==> config.mk <==
export PLATFORM = sky130hd
export DESIGN_NAME = random_sampling_set
export DESIGN_NICKNAME = d
export VERILOG_FILES = /design/src/hdl/rss_pkg.sv /design/src/hdl/random_sampling_set.sv /design/src/hdl/rss_store.sv /design/src/hdl/rss_divider.sv
export SDC_FILE = /design/constraint.sdc
export NUM_CORES = 2
export LEC_CHECK = 0
export ABC_CLOCK_PERIOD_IN_PS = 13000
export BUFFER_PORTS_ARGS = -buffer_cell sky130_fd_sc_hd__buf_2
export CAP_MARGIN = 20
export CORE_MARGIN = 2
export CORE_UTILIZATION = 25
export CTS_CLUSTER_SIZE = 12
export DETAILED_ROUTE_END_ITERATION = 7
export GPL_TIMING_DRIVEN = 1
export HOLD_SLACK_MARGIN = 0.05
export PLACE_DENSITY = 0.48
export SETUP_SLACK_MARGIN = 0.3
export SLEW_MARGIN = 10
export SYNTH_ARGS = -nofsm -noshare
export SYNTH_HDL_FRONTEND = slang
export SYNTH_HIERARCHICAL = 1
export SYNTH_SLANG_ARGS = --single-unit
==> constraint.sdc <==
create_clock -name clk -period 13 [get_ports clk]
set_input_delay 1.3 -clock clk [delete_from_list [all_inputs] [get_ports clk]]
set_output_delay 1.3 -clock clk [all_outputs]
set_load 0.05 [all_outputs]
==> src/hdl/rss_pkg.sv <==
// ----------------------------------------------------------------------------
// rss_pkg
// shared widths, request kinds and status codes of the random sampling set
// ----------------------------------------------------------------------------
package rss_pkg;

	localparam int VAL_W     = 32;  // member value width
	localparam int RW_W      = 31;  // random word width
	localparam int KIND_W    = 2;   // request kind / status width
	localparam int MCOUNT_W  = 7;   // member count field width
	localparam int S_TDATA_W = 64;  // item_value, random_word, pad
	localparam int M_TDATA_W = 40;  // picked_value, member_count, pad

	// request kinds
	localparam logic [KIND_W-1:0] REQ_INSERT = 2'd0;
	localparam logic [KIND_W-1:0] REQ_REMOVE = 2'd1;
	localparam logic [KIND_W-1:0] REQ_PICK   = 2'd2;

	// status codes
	localparam logic [KIND_W-1:0] STAT_DONE  = 2'd0;
	localparam logic [KIND_W-1:0] STAT_NOP   = 2'd1;  // already present or absent
	localparam logic [KIND_W-1:0] STAT_FULL  = 2'd2;
	localparam logic [KIND_W-1:0] STAT_EMPTY = 2'd3;

	typedef logic [VAL_W-1:0] value_t;

endpackage

==> src/hdl/random_sampling_set.sv <==
// ----------------------------------------------------------------------------
// random_sampling_set
// bounded set of distinct 32-bit values with insert, remove and random pick
// ----------------------------------------------------------------------------
// Members sit densely in one memory at indexes 0 .. count-1. The block takes
// one request beat at a time and answers each with one result beat. Insert
// and remove first scan the live entries through the single memory read
// port, one entry per cycle; a remove that hits then copies the last entry
// into the freed slot. A random pick runs the bit-serial remainder unit (one
// bit of the random word a cycle) and then reads the chosen entry. An empty
// pick and an unused request kind go straight to loading the result. The
// next request beat is taken once the result is loaded into the output
// register, so a result may wait there while the next request works.
// ----------------------------------------------------------------------------
module random_sampling_set
	import rss_pkg::*;
#(
	parameter int CAPACITY = 64
) (
	input  logic                 clk,
	input  logic                 arst_n,
	// request side
	input  logic                 s_tvalid,
	output logic                 s_tready,
	input  logic [S_TDATA_W-1:0] s_tdata,   // [31:0] item_value, [62:32] random_word, [63] zero
	input  logic [KIND_W-1:0]    s_tuser,   // [1:0] req_type
	// result side
	output logic                 m_tvalid,
	input  logic                 m_tready,
	output logic [M_TDATA_W-1:0] m_tdata,   // [31:0] picked_value, [38:32] member_count, [39] zero
	output logic [KIND_W-1:0]    m_tuser    // [1:0] status
);

	localparam int AW = $clog2(CAPACITY);      // memory address width
	localparam int CW = $clog2(CAPACITY + 1);  // count width, holds CAPACITY itself

	typedef enum logic [2:0] {
		IDLE,      // waiting for a request beat
		SEARCH,    // scanning live entries for the value
		RM_RD,     // read the last entry
		RM_WR,     // move it into the freed slot
		DIV_WAIT,  // remainder unit running
		PK_RD,     // read the picked entry
		PK_CAP,    // capture the picked value
		RESP       // load the result register
	} state_t;

	state_t             state_q;
	logic [CW-1:0]      count_q;     // live member count
	logic [KIND_W-1:0]  req_q;
	value_t             value_q;
	logic [KIND_W-1:0]  status_q;
	value_t             picked_q;
	logic [CW-1:0]      rd_idx_q;    // next index to read in the scan
	logic [CW-1:0]      cmp_idx_q;   // index whose data is on the read port
	logic               cmp_vld_q;
	logic [AW-1:0]      pos_q;       // slot of the value being removed

	logic               m_tvalid_q;
	logic [M_TDATA_W-1:0] m_tdata_q;
	logic [KIND_W-1:0]  m_tuser_q;

	// memory and remainder unit hookup
	logic               mem_we;
	logic [AW-1:0]      mem_waddr;
	value_t             mem_wdata;
	logic [AW-1:0]      mem_raddr;
	value_t             mem_rdata;
	logic               div_start;
	logic               div_done;
	logic [CW-1:0]      div_rem;

	logic               accept;
	logic               hit;
	logic               scan_end;
	logic               full;
	logic [CW-1:0]      last_idx;
	logic [CW+MCOUNT_W-1:0] count_ext;

	assign s_tready  = (state_q == IDLE);
	assign accept    = s_tvalid && s_tready;
	assign hit       = cmp_vld_q && (mem_rdata == value_q);
	// scan finished with no hit: nothing pending and every live index read
	assign scan_end  = !cmp_vld_q && (rd_idx_q >= count_q);
	assign full      = (count_q >= CW'(CAPACITY));
	assign last_idx  = count_q - 1'b1;
	assign count_ext = {{MCOUNT_W{1'b0}}, count_q};

	assign div_start = accept && (s_tuser == REQ_PICK) && (count_q != '0);

	// read address follows the sequencer step
	always_comb begin
		case (state_q)
			SEARCH:  mem_raddr = rd_idx_q[AW-1:0];
			RM_RD:   mem_raddr = last_idx[AW-1:0];
			PK_RD:   mem_raddr = div_rem[AW-1:0];
			default: mem_raddr = '0;
		endcase
	end

	// insert writes at the tail, remove writes the moved entry into the hole
	always_comb begin
		mem_we    = 1'b0;
		mem_waddr = '0;
		mem_wdata = value_q;
		case (state_q)
			SEARCH: begin
				if (!hit && scan_end && (req_q == REQ_INSERT) && !full) begin
					mem_we    = 1'b1;
					mem_waddr = count_q[AW-1:0];
				end
			end
			RM_WR: begin
				mem_we    = 1'b1;
				mem_waddr = pos_q;
				mem_wdata = mem_rdata;
			end
			default: ;
		endcase
	end

	// sequencer with its registered outputs
	always_ff @(posedge clk or negedge arst_n) begin
		if (!arst_n) begin
			state_q    <= IDLE;
			count_q    <= '0;
			cmp_vld_q  <= 1'b0;
			m_tvalid_q <= 1'b0;
		end else begin
			// result beat taken; a reload in RESP keeps it valid instead
			if (m_tvalid_q && m_tready && (state_q != RESP)) begin
				m_tvalid_q <= 1'b0;
			end
			case (state_q)
				IDLE: begin
					if (accept) begin
						rd_idx_q  <= '0;
						cmp_vld_q <= 1'b0;
						picked_q  <= '0;
						case (s_tuser)
							REQ_INSERT, REQ_REMOVE: begin
								status_q <= STAT_DONE;
								state_q  <= SEARCH;
							end
							REQ_PICK: begin
								if (count_q == '0) begin
									status_q <= STAT_EMPTY;
									state_q  <= RESP;
								end else begin
									status_q <= STAT_DONE;
									state_q  <= DIV_WAIT;
								end
							end
							default: begin  // unused kind, no change
								status_q <= STAT_DONE;
								state_q  <= RESP;
							end
						endcase
					end
				end
				SEARCH: begin
					if (hit) begin
						cmp_vld_q <= 1'b0;
						pos_q     <= cmp_idx_q[AW-1:0];
						if (req_q == REQ_INSERT) begin
							status_q <= STAT_NOP;
							state_q  <= RESP;
						end else begin
							state_q <= RM_RD;
						end
					end else if (rd_idx_q < count_q) begin
						cmp_idx_q <= rd_idx_q;
						cmp_vld_q <= 1'b1;
						rd_idx_q  <= rd_idx_q + 1'b1;
					end else if (cmp_vld_q) begin
						cmp_vld_q <= 1'b0;  // last read still in flight
					end else begin
						state_q <= RESP;
						if (req_q == REQ_INSERT) begin
							if (full) begin
								status_q <= STAT_FULL;
							end else begin
								count_q <= count_q + 1'b1;
							end
						end else begin
							status_q <= STAT_NOP;
						end
					end
				end
				RM_RD: state_q <= RM_WR;
				RM_WR: begin
					count_q <= last_idx;
					state_q <= RESP;
				end
				DIV_WAIT: begin
					if (div_done) begin
						state_q <= PK_RD;
					end
				end
				PK_RD: state_q <= PK_CAP;
				PK_CAP: begin
					picked_q <= mem_rdata;
					state_q  <= RESP;
				end
				RESP: begin
					if (!m_tvalid_q || m_tready) begin
						m_tvalid_q <= 1'b1;
						m_tuser_q  <= status_q;
						m_tdata_q  <= {1'b0, count_ext[MCOUNT_W-1:0], picked_q};
						state_q    <= IDLE;
					end
				end
				default: state_q <= IDLE;
			endcase
		end
	end

	// request payload capture
	always_ff @(posedge clk) begin
		if (accept) begin
			req_q   <= s_tuser;
			value_q <= s_tdata[VAL_W-1:0];
		end
	end

	rss_store #(
		.DEPTH (CAPACITY),
		.AW    (AW)
	) u_store (
		.clk   (clk),
		.we    (mem_we),
		.waddr (mem_waddr),
		.wdata (mem_wdata),
		.raddr (mem_raddr),
		.rdata (mem_rdata)
	);

	rss_divider #(
		.CW (CW)
	) u_div (
		.clk      (clk),
		.arst_n   (arst_n),
		.start    (div_start),
		.dividend (s_tdata[VAL_W+RW_W-1:VAL_W]),
		.divisor  (count_q),
		.done     (div_done),
		.rem      (div_rem)
	);

	assign m_tvalid = m_tvalid_q;
	assign m_tdata  = m_tdata_q;
	assign m_tuser  = m_tuser_q;

endmodule

==> src/hdl/rss_store.sv <==
// ----------------------------------------------------------------------------
// rss_store
// member storage: one write port, one read port with registered read data
// ----------------------------------------------------------------------------
module rss_store
	import rss_pkg::*;
#(
	parameter int DEPTH = 64,
	parameter int AW    = $clog2(DEPTH)
) (
	input  logic          clk,
	input  logic          we,
	input  logic [AW-1:0] waddr,
	input  value_t        wdata,
	input  logic [AW-1:0] raddr,
	output value_t        rdata
);

	value_t mem_q [DEPTH];
	value_t rdata_q;

	always_ff @(posedge clk) begin
		if (we) begin
			mem_q[waddr] <= wdata;
		end
		rdata_q <= mem_q[raddr];
	end

	assign rdata = rdata_q;

endmodule

==> src/hdl/rss_divider.sv <==
// ----------------------------------------------------------------------------
// rss_divider
// bit-serial restoring remainder: random word mod live count, one bit a cycle
// ----------------------------------------------------------------------------
module rss_divider
	import rss_pkg::*;
#(
	parameter int CW = 7
) (
	input  logic            clk,
	input  logic            arst_n,
	input  logic            start,
	input  logic [RW_W-1:0] dividend,
	input  logic [CW-1:0]   divisor,
	output logic            done,
	output logic [CW-1:0]   rem
);

	localparam int SW = $clog2(RW_W);

	logic            busy_q;
	logic            done_q;
	logic [SW-1:0]   step_q;
	logic [RW_W-1:0] quo_q;
	logic [CW-1:0]   rem_q;
	logic [CW-1:0]   div_q;

	logic [CW:0] shifted;
	logic [CW:0] diff;
	logic [CW-1:0] rem_nxt;

	always_comb begin
		shifted = {rem_q, quo_q[RW_W-1]};
		diff    = shifted - {1'b0, div_q};
		rem_nxt = (shifted >= {1'b0, div_q}) ? diff[CW-1:0] : shifted[CW-1:0];
	end

	always_ff @(posedge clk or negedge arst_n) begin
		if (!arst_n) begin
			busy_q <= 1'b0;
			done_q <= 1'b0;
			step_q <= '0;
		end else begin
			// pulse after the last bit has been folded in
			done_q <= !start && busy_q && (step_q == SW'(RW_W - 1));
			if (start) begin
				busy_q <= 1'b1;
				step_q <= '0;
			end else if (busy_q) begin
				step_q <= step_q + 1'b1;
				if (step_q == SW'(RW_W - 1)) begin
					busy_q <= 1'b0;
				end
			end
		end
	end

	always_ff @(posedge clk) begin
		if (start) begin
			quo_q <= dividend;
			rem_q <= '0;
			div_q <= divisor;
		end else if (busy_q) begin
			quo_q <= {quo_q[RW_W-2:0], 1'b0};
			rem_q <= rem_nxt;
		end
	end

	assign done = done_q;
	assign rem  = rem_q;

endmodule

==> results by group <==
Cells and area
  • Fill cells: 33710
  • Fraction of the core area covered by cells at the end of the flow: 29.17%
  • Fraction of final layout cells sized beyond drive strength 1: 27.81%
  • Post-route standard cell area excluding fillers: 0.1012 sq mm
  • Number of nets in the layout: 4379
  • Area overhead of the layout relative to synthesis: 15.88%

Synth
  • Instance count of the mapped netlist: 4015
  • Synthesized net count: 4106
  • Average cell area after synthesis: ~22 sq um
  • Area share of the largest cell type after synthesis: 76.16%
  • Part of the Yosys area used for sequential elements: between 70% and 80%
  • Total of warnings raised by yosys: 6
  • Cell area after synthesis: 0.08730 sq mm
  • Number of register bits inferred by synthesis: 2272
  • Fraction of registers with async set/reset: less than 1%
  • Library cell occupying the most area in the post-synthesis netlist: edfxtp_1
  • Number of synthesized flops with an enable pin: 2214
  • Distinct cells, synth: 72
  • Cell types with the largest area share after synthesis: edfxtp_1 76%, mux4_2 14%, mux2i_1 1.1%
  • Top_reg_cell synth: edfxtp_1

Worst setup path
  • Number of buffers and inverters on the critical path: 3
  • Launch point of the worst path: state_q[1]
  • Library cell contributing the largest single delay on the critical path: o22ai_1
  • Data arrival time at the worst-slack endpoint: about 6.9 ns
  • Crit-path max FO: 44
  • Crit Reg-Reg Startpoint: state_q[1]
  • Slowest cell delay on critical path: 0.87 ns
  • Startpoint types: flop
  • Critical Path RT: 13.72 ns
  • Kind of cell adding the most delay to the critical path: buffers and inverters
  • Category of the most critical setup path: flop to flop
  • Type of destination of the critical path: flop
  • Critical path cell sequence: inv_1 > nor2_2 > a22oi_1 > o21ai_4 > buf_4 > buf_4 > mux4_2 > mux4_2 > o22ai_1 > nor2_1

Placement
  • Standard cell area after detailed placement: 0.09443 sq mm
  • Port buffer count: 111
  • Half-perimeter wire length after detailed placement: 130900 microns
  • Weighted congestion at the end of routability-driven global placement: 0.8079

Power and ir drop
  • Static leakage power: just over 30 nW
  • Pwr/cell area: 221.4 mW/mm^2
  • Peak ir drop on the vdd network: 0.0001708 V

Clock tree
  • Number of sinks handled by clock tree synthesis: 2272
  • Total clock buffers created by CTS: 228
  • CTS hold repair buffers: 0
  • H-tree depth: 4
  • Clock insertion delay at the later pin of the skew report: 0.87 ns
  • Number of setup buffers added after CTS: 0
  • Clock slew at reported path FFs: approximately 0.060 ns
  • CTS max path bufs: 3
  • Number of gates resized after CTS: 0
  • Clock root cell: clkbuf_16
  • Clock tree from TritonCTS: built

Worst hold path
  • Min-Delay Startpoint: picked_q[6]
  • Worst Hold Class: flop to flop

Drt
  • Count of nets left with antenna violations after detail routing: 0
  • Number of remaining DRC errors: 0
  • Detailed-route wire length per cell: about 27 microns
  • Drt pass-1 iters: 5
  • Via count of the routed design: roughly 42000
  • DR iter-0 viols: 4715
  • Avg Vias per Cell: 4.644
  • Total wire length after detailed routing: 240700 microns

Floorplan
  • Die area: about 0.35 sq mm
  • Starting utilization of the core area: 25.18%
  • Core footprint: 0.3467 sq mm
  • Std-Cell Rows: 216
  • Height of the die: 594.9 microns
  • I/O pin total: approximately 110
  • Die X: 594.9 microns

Job
  • Number of max-cap violations: 0

GRT
  • First-pass GRT wire length: around 340000 microns
  • Pin count of the biggest net entering global routing: 104
  • Number of global-route vias before repair: 42890
  • Total congestion overflow: 0
  • Number of antenna violations at the first check in global routing: 14
  • Overall routing resource usage: 13.36%

STA
  • Final Critical Period: around 6.2 ns
  • Final setup violation count: 0
  • Least-Margin Pin Slew: 1.133 ns
  • Final number of max-transition violations: 0
  • Period Utilization, post-route: 47.41%
  • RSZ-0062 raised after global routing: false
  • Total count of hold-check failures in the final report: 0
  • Setup_tns: 0 ns
  • Highest achievable clock rate: 162.2 MHz
  • Worst hold slack: 0.4165 ns
  • Max_slew headroom: 23.76%
  • Clk_skew: 0.04621 ns

Status
  • Status: finished, final reports clean
[logic make-up after synthesis]
| logic type | count (synthesis) | synth area share, % |
|---|---|---|
| other | 1 | 0.004296 |
| xor gates and xnor gates | 54 | 0.5418 |
| AOI/OAI and AO/OA | 274 | 2.121 |
| muxes | 675 | 15.58 |
| buffers and inverters | 238 | 1.271 |
| adders and majority gates | 21 | 0.3096 |
| and+or+nand+nor | 480 | 2.573 |
| DFF | 2272 | 77.60 |
[final cells by class]
class	count	area, sq um	area share (%)
multi-input combinational	1505	19120	18.90
timing repair buffer	256	1752	1.732
clock buffer	313	6097	6.027
tap	4578	5728	5.663
sequential	2272	67740	66.97
inverter	25	93.84	0.09277
clock inverter	84	601.8	0.5950
antenna	8	20.02	0.01979
[stage by stage]
stage | cells | total power [mW] | setup WS (ns)
CTS | 9032 | 22.63 | 6.819
global placement | 8634 | 16.52 | 6.389
finish | 9041 | 22.40 | 6.836
global route | 9034 | 23.25 | 6.355
floorplan | 4015 | 13.58 | 8.078
detailed placement | 8635 | 16.57 | 6.843
[path summary, 6_finish.rpt]
path                                endpoint  slack [ns]  cells past startpoint
max in group asynchronous    u_div/step_q[0]       12.13                      1
min in group asynchronous         state_q[1]        0.44                      1
min                               m_tdata[6]        0.42                      0
max                        u_store/rdata[16]        6.84                     10
min reg2reg                       m_tdata[6]        0.42                      0
max reg2reg                u_store/rdata[16]        6.84                     10
[layer usage]
layer | vias to the layer above | routed length [microns] | global-route usage, %
li1 | 17350 | - | -
met1 | 23000 | 103900 | 18.33
met2 | 1370 | 114400 | 21.54
met3 | 267 | 17810 | 2.975
met4 | 0 | 4520 | 3.029
met5 | - | 0 | 0
[state kept, by name (all words and copies together), names as in the netlist, 3 cells and up]
| register | count |
|---|---|
| m_tdata | 39 |
| u_store/rdata | 32 |
| u_div/quo_q | 31 |
| rd_idx_q | 7 |
| state_q | 3 |
| count_q | 7 |
| cmp_idx_q | 6 |
| u_store/mem_q | 2048 |
| u_div/step_q | 5 |
| value_q | 32 |
| u_div/div_q | 7 |
| pos_q | 6 |
| picked_q | 32 |
| u_div/rem | 7 |
[where the power goes]
part,switching (mW),internal [mW]
combinational,4.64,2.65
clock,2.73,3.32
sequential,0.275,8.79
total,7.64,14.8
[worst reg2reg max path, stage by stage (launching register included)]
cell,delay [ns]
dfrtp_1,0.53
inv_1,0.28
nor2_2,0.65
a22oi_1,0.25
o21ai_4,0.58
buf_4,0.66
buf_4,0.88
mux4_2,0.65
mux4_2,0.55
o22ai_1,0.88
nor2_1,0.11
[layout by cell type, fill, tap and decap left out, types with 9 or more instances in the layout]
| master | Yosys | routed |
|---|---|---|
| edfxtp_1 | 2214 | 2214 |
| mux4_2 | 544 | 544 |
| clkbuf_16 | 0 | 230 |
| buf_4 | 25 | 136 |
| nand2_1 | 146 | 114 |
| buf_2 | 62 | 111 |
| nor2_1 | 167 | 104 |
| mux2i_1 | 100 | 100 |
| o22ai_1 | 84 | 84 |
| clkbuf_1 | 103 | 80 |
| a21oi_1 | 72 | 72 |
| nor2_4 | 0 | 63 |
| and3_1 | 44 | 44 |
| clkinv_1 | 0 | 43 |
| xor2_1 | 40 | 40 |
| dfxtp_1 | 39 | 39 |
| mux2_2 | 31 | 31 |
| nand2_2 | 0 | 29 |
| o221ai_1 | 28 | 28 |
| inv_1 | 25 | 24 |
| clkinv_2 | 0 | 23 |
| nor2b_1 | 21 | 20 |
| a22oi_1 | 20 | 20 |
| ha_1 | 20 | 20 |
| dfrtp_1 | 19 | 18 |
| nand3_1 | 17 | 17 |
| xnor2_1 | 14 | 14 |
| nor3_1 | 16 | 13 |
| nand2b_1 | 13 | 11 |
| nand4_1 | 10 | 10 |
| nor4_1 | 9 | 9 |
[Yosys cell counts, types with 4 or more instances]
cell type and instances:
nor2b_1 21, dfrtp_1 19, mux4_2 544, or3b_2 4, edfxtp_1 2214, nor4_1 9
o32ai_1 5, or2_2 4, buf_4 25, inv_1 25, nand3b_1 6, nand2_1 146
mux2_2 31, buf_6 6, a22oi_1 20, a311oi_1 9, buf_1 17, a211oi_1 6
a41o_1 4, and3_1 44, o22ai_1 84, clkbuf_1 103, buf_2 62, nand2b_1 13
nor3_1 16, dfxtp_1 39, nand4_1 10, o221ai_1 28, mux2i_1 100, xor2_1 40
o21ai_0 11, a22o_1 6, a21oi_1 72, nand3_1 17, nor2_1 167, xnor2_1 14
ha_1 20
No activity file was read; power rests on OpenSTA's default activity.
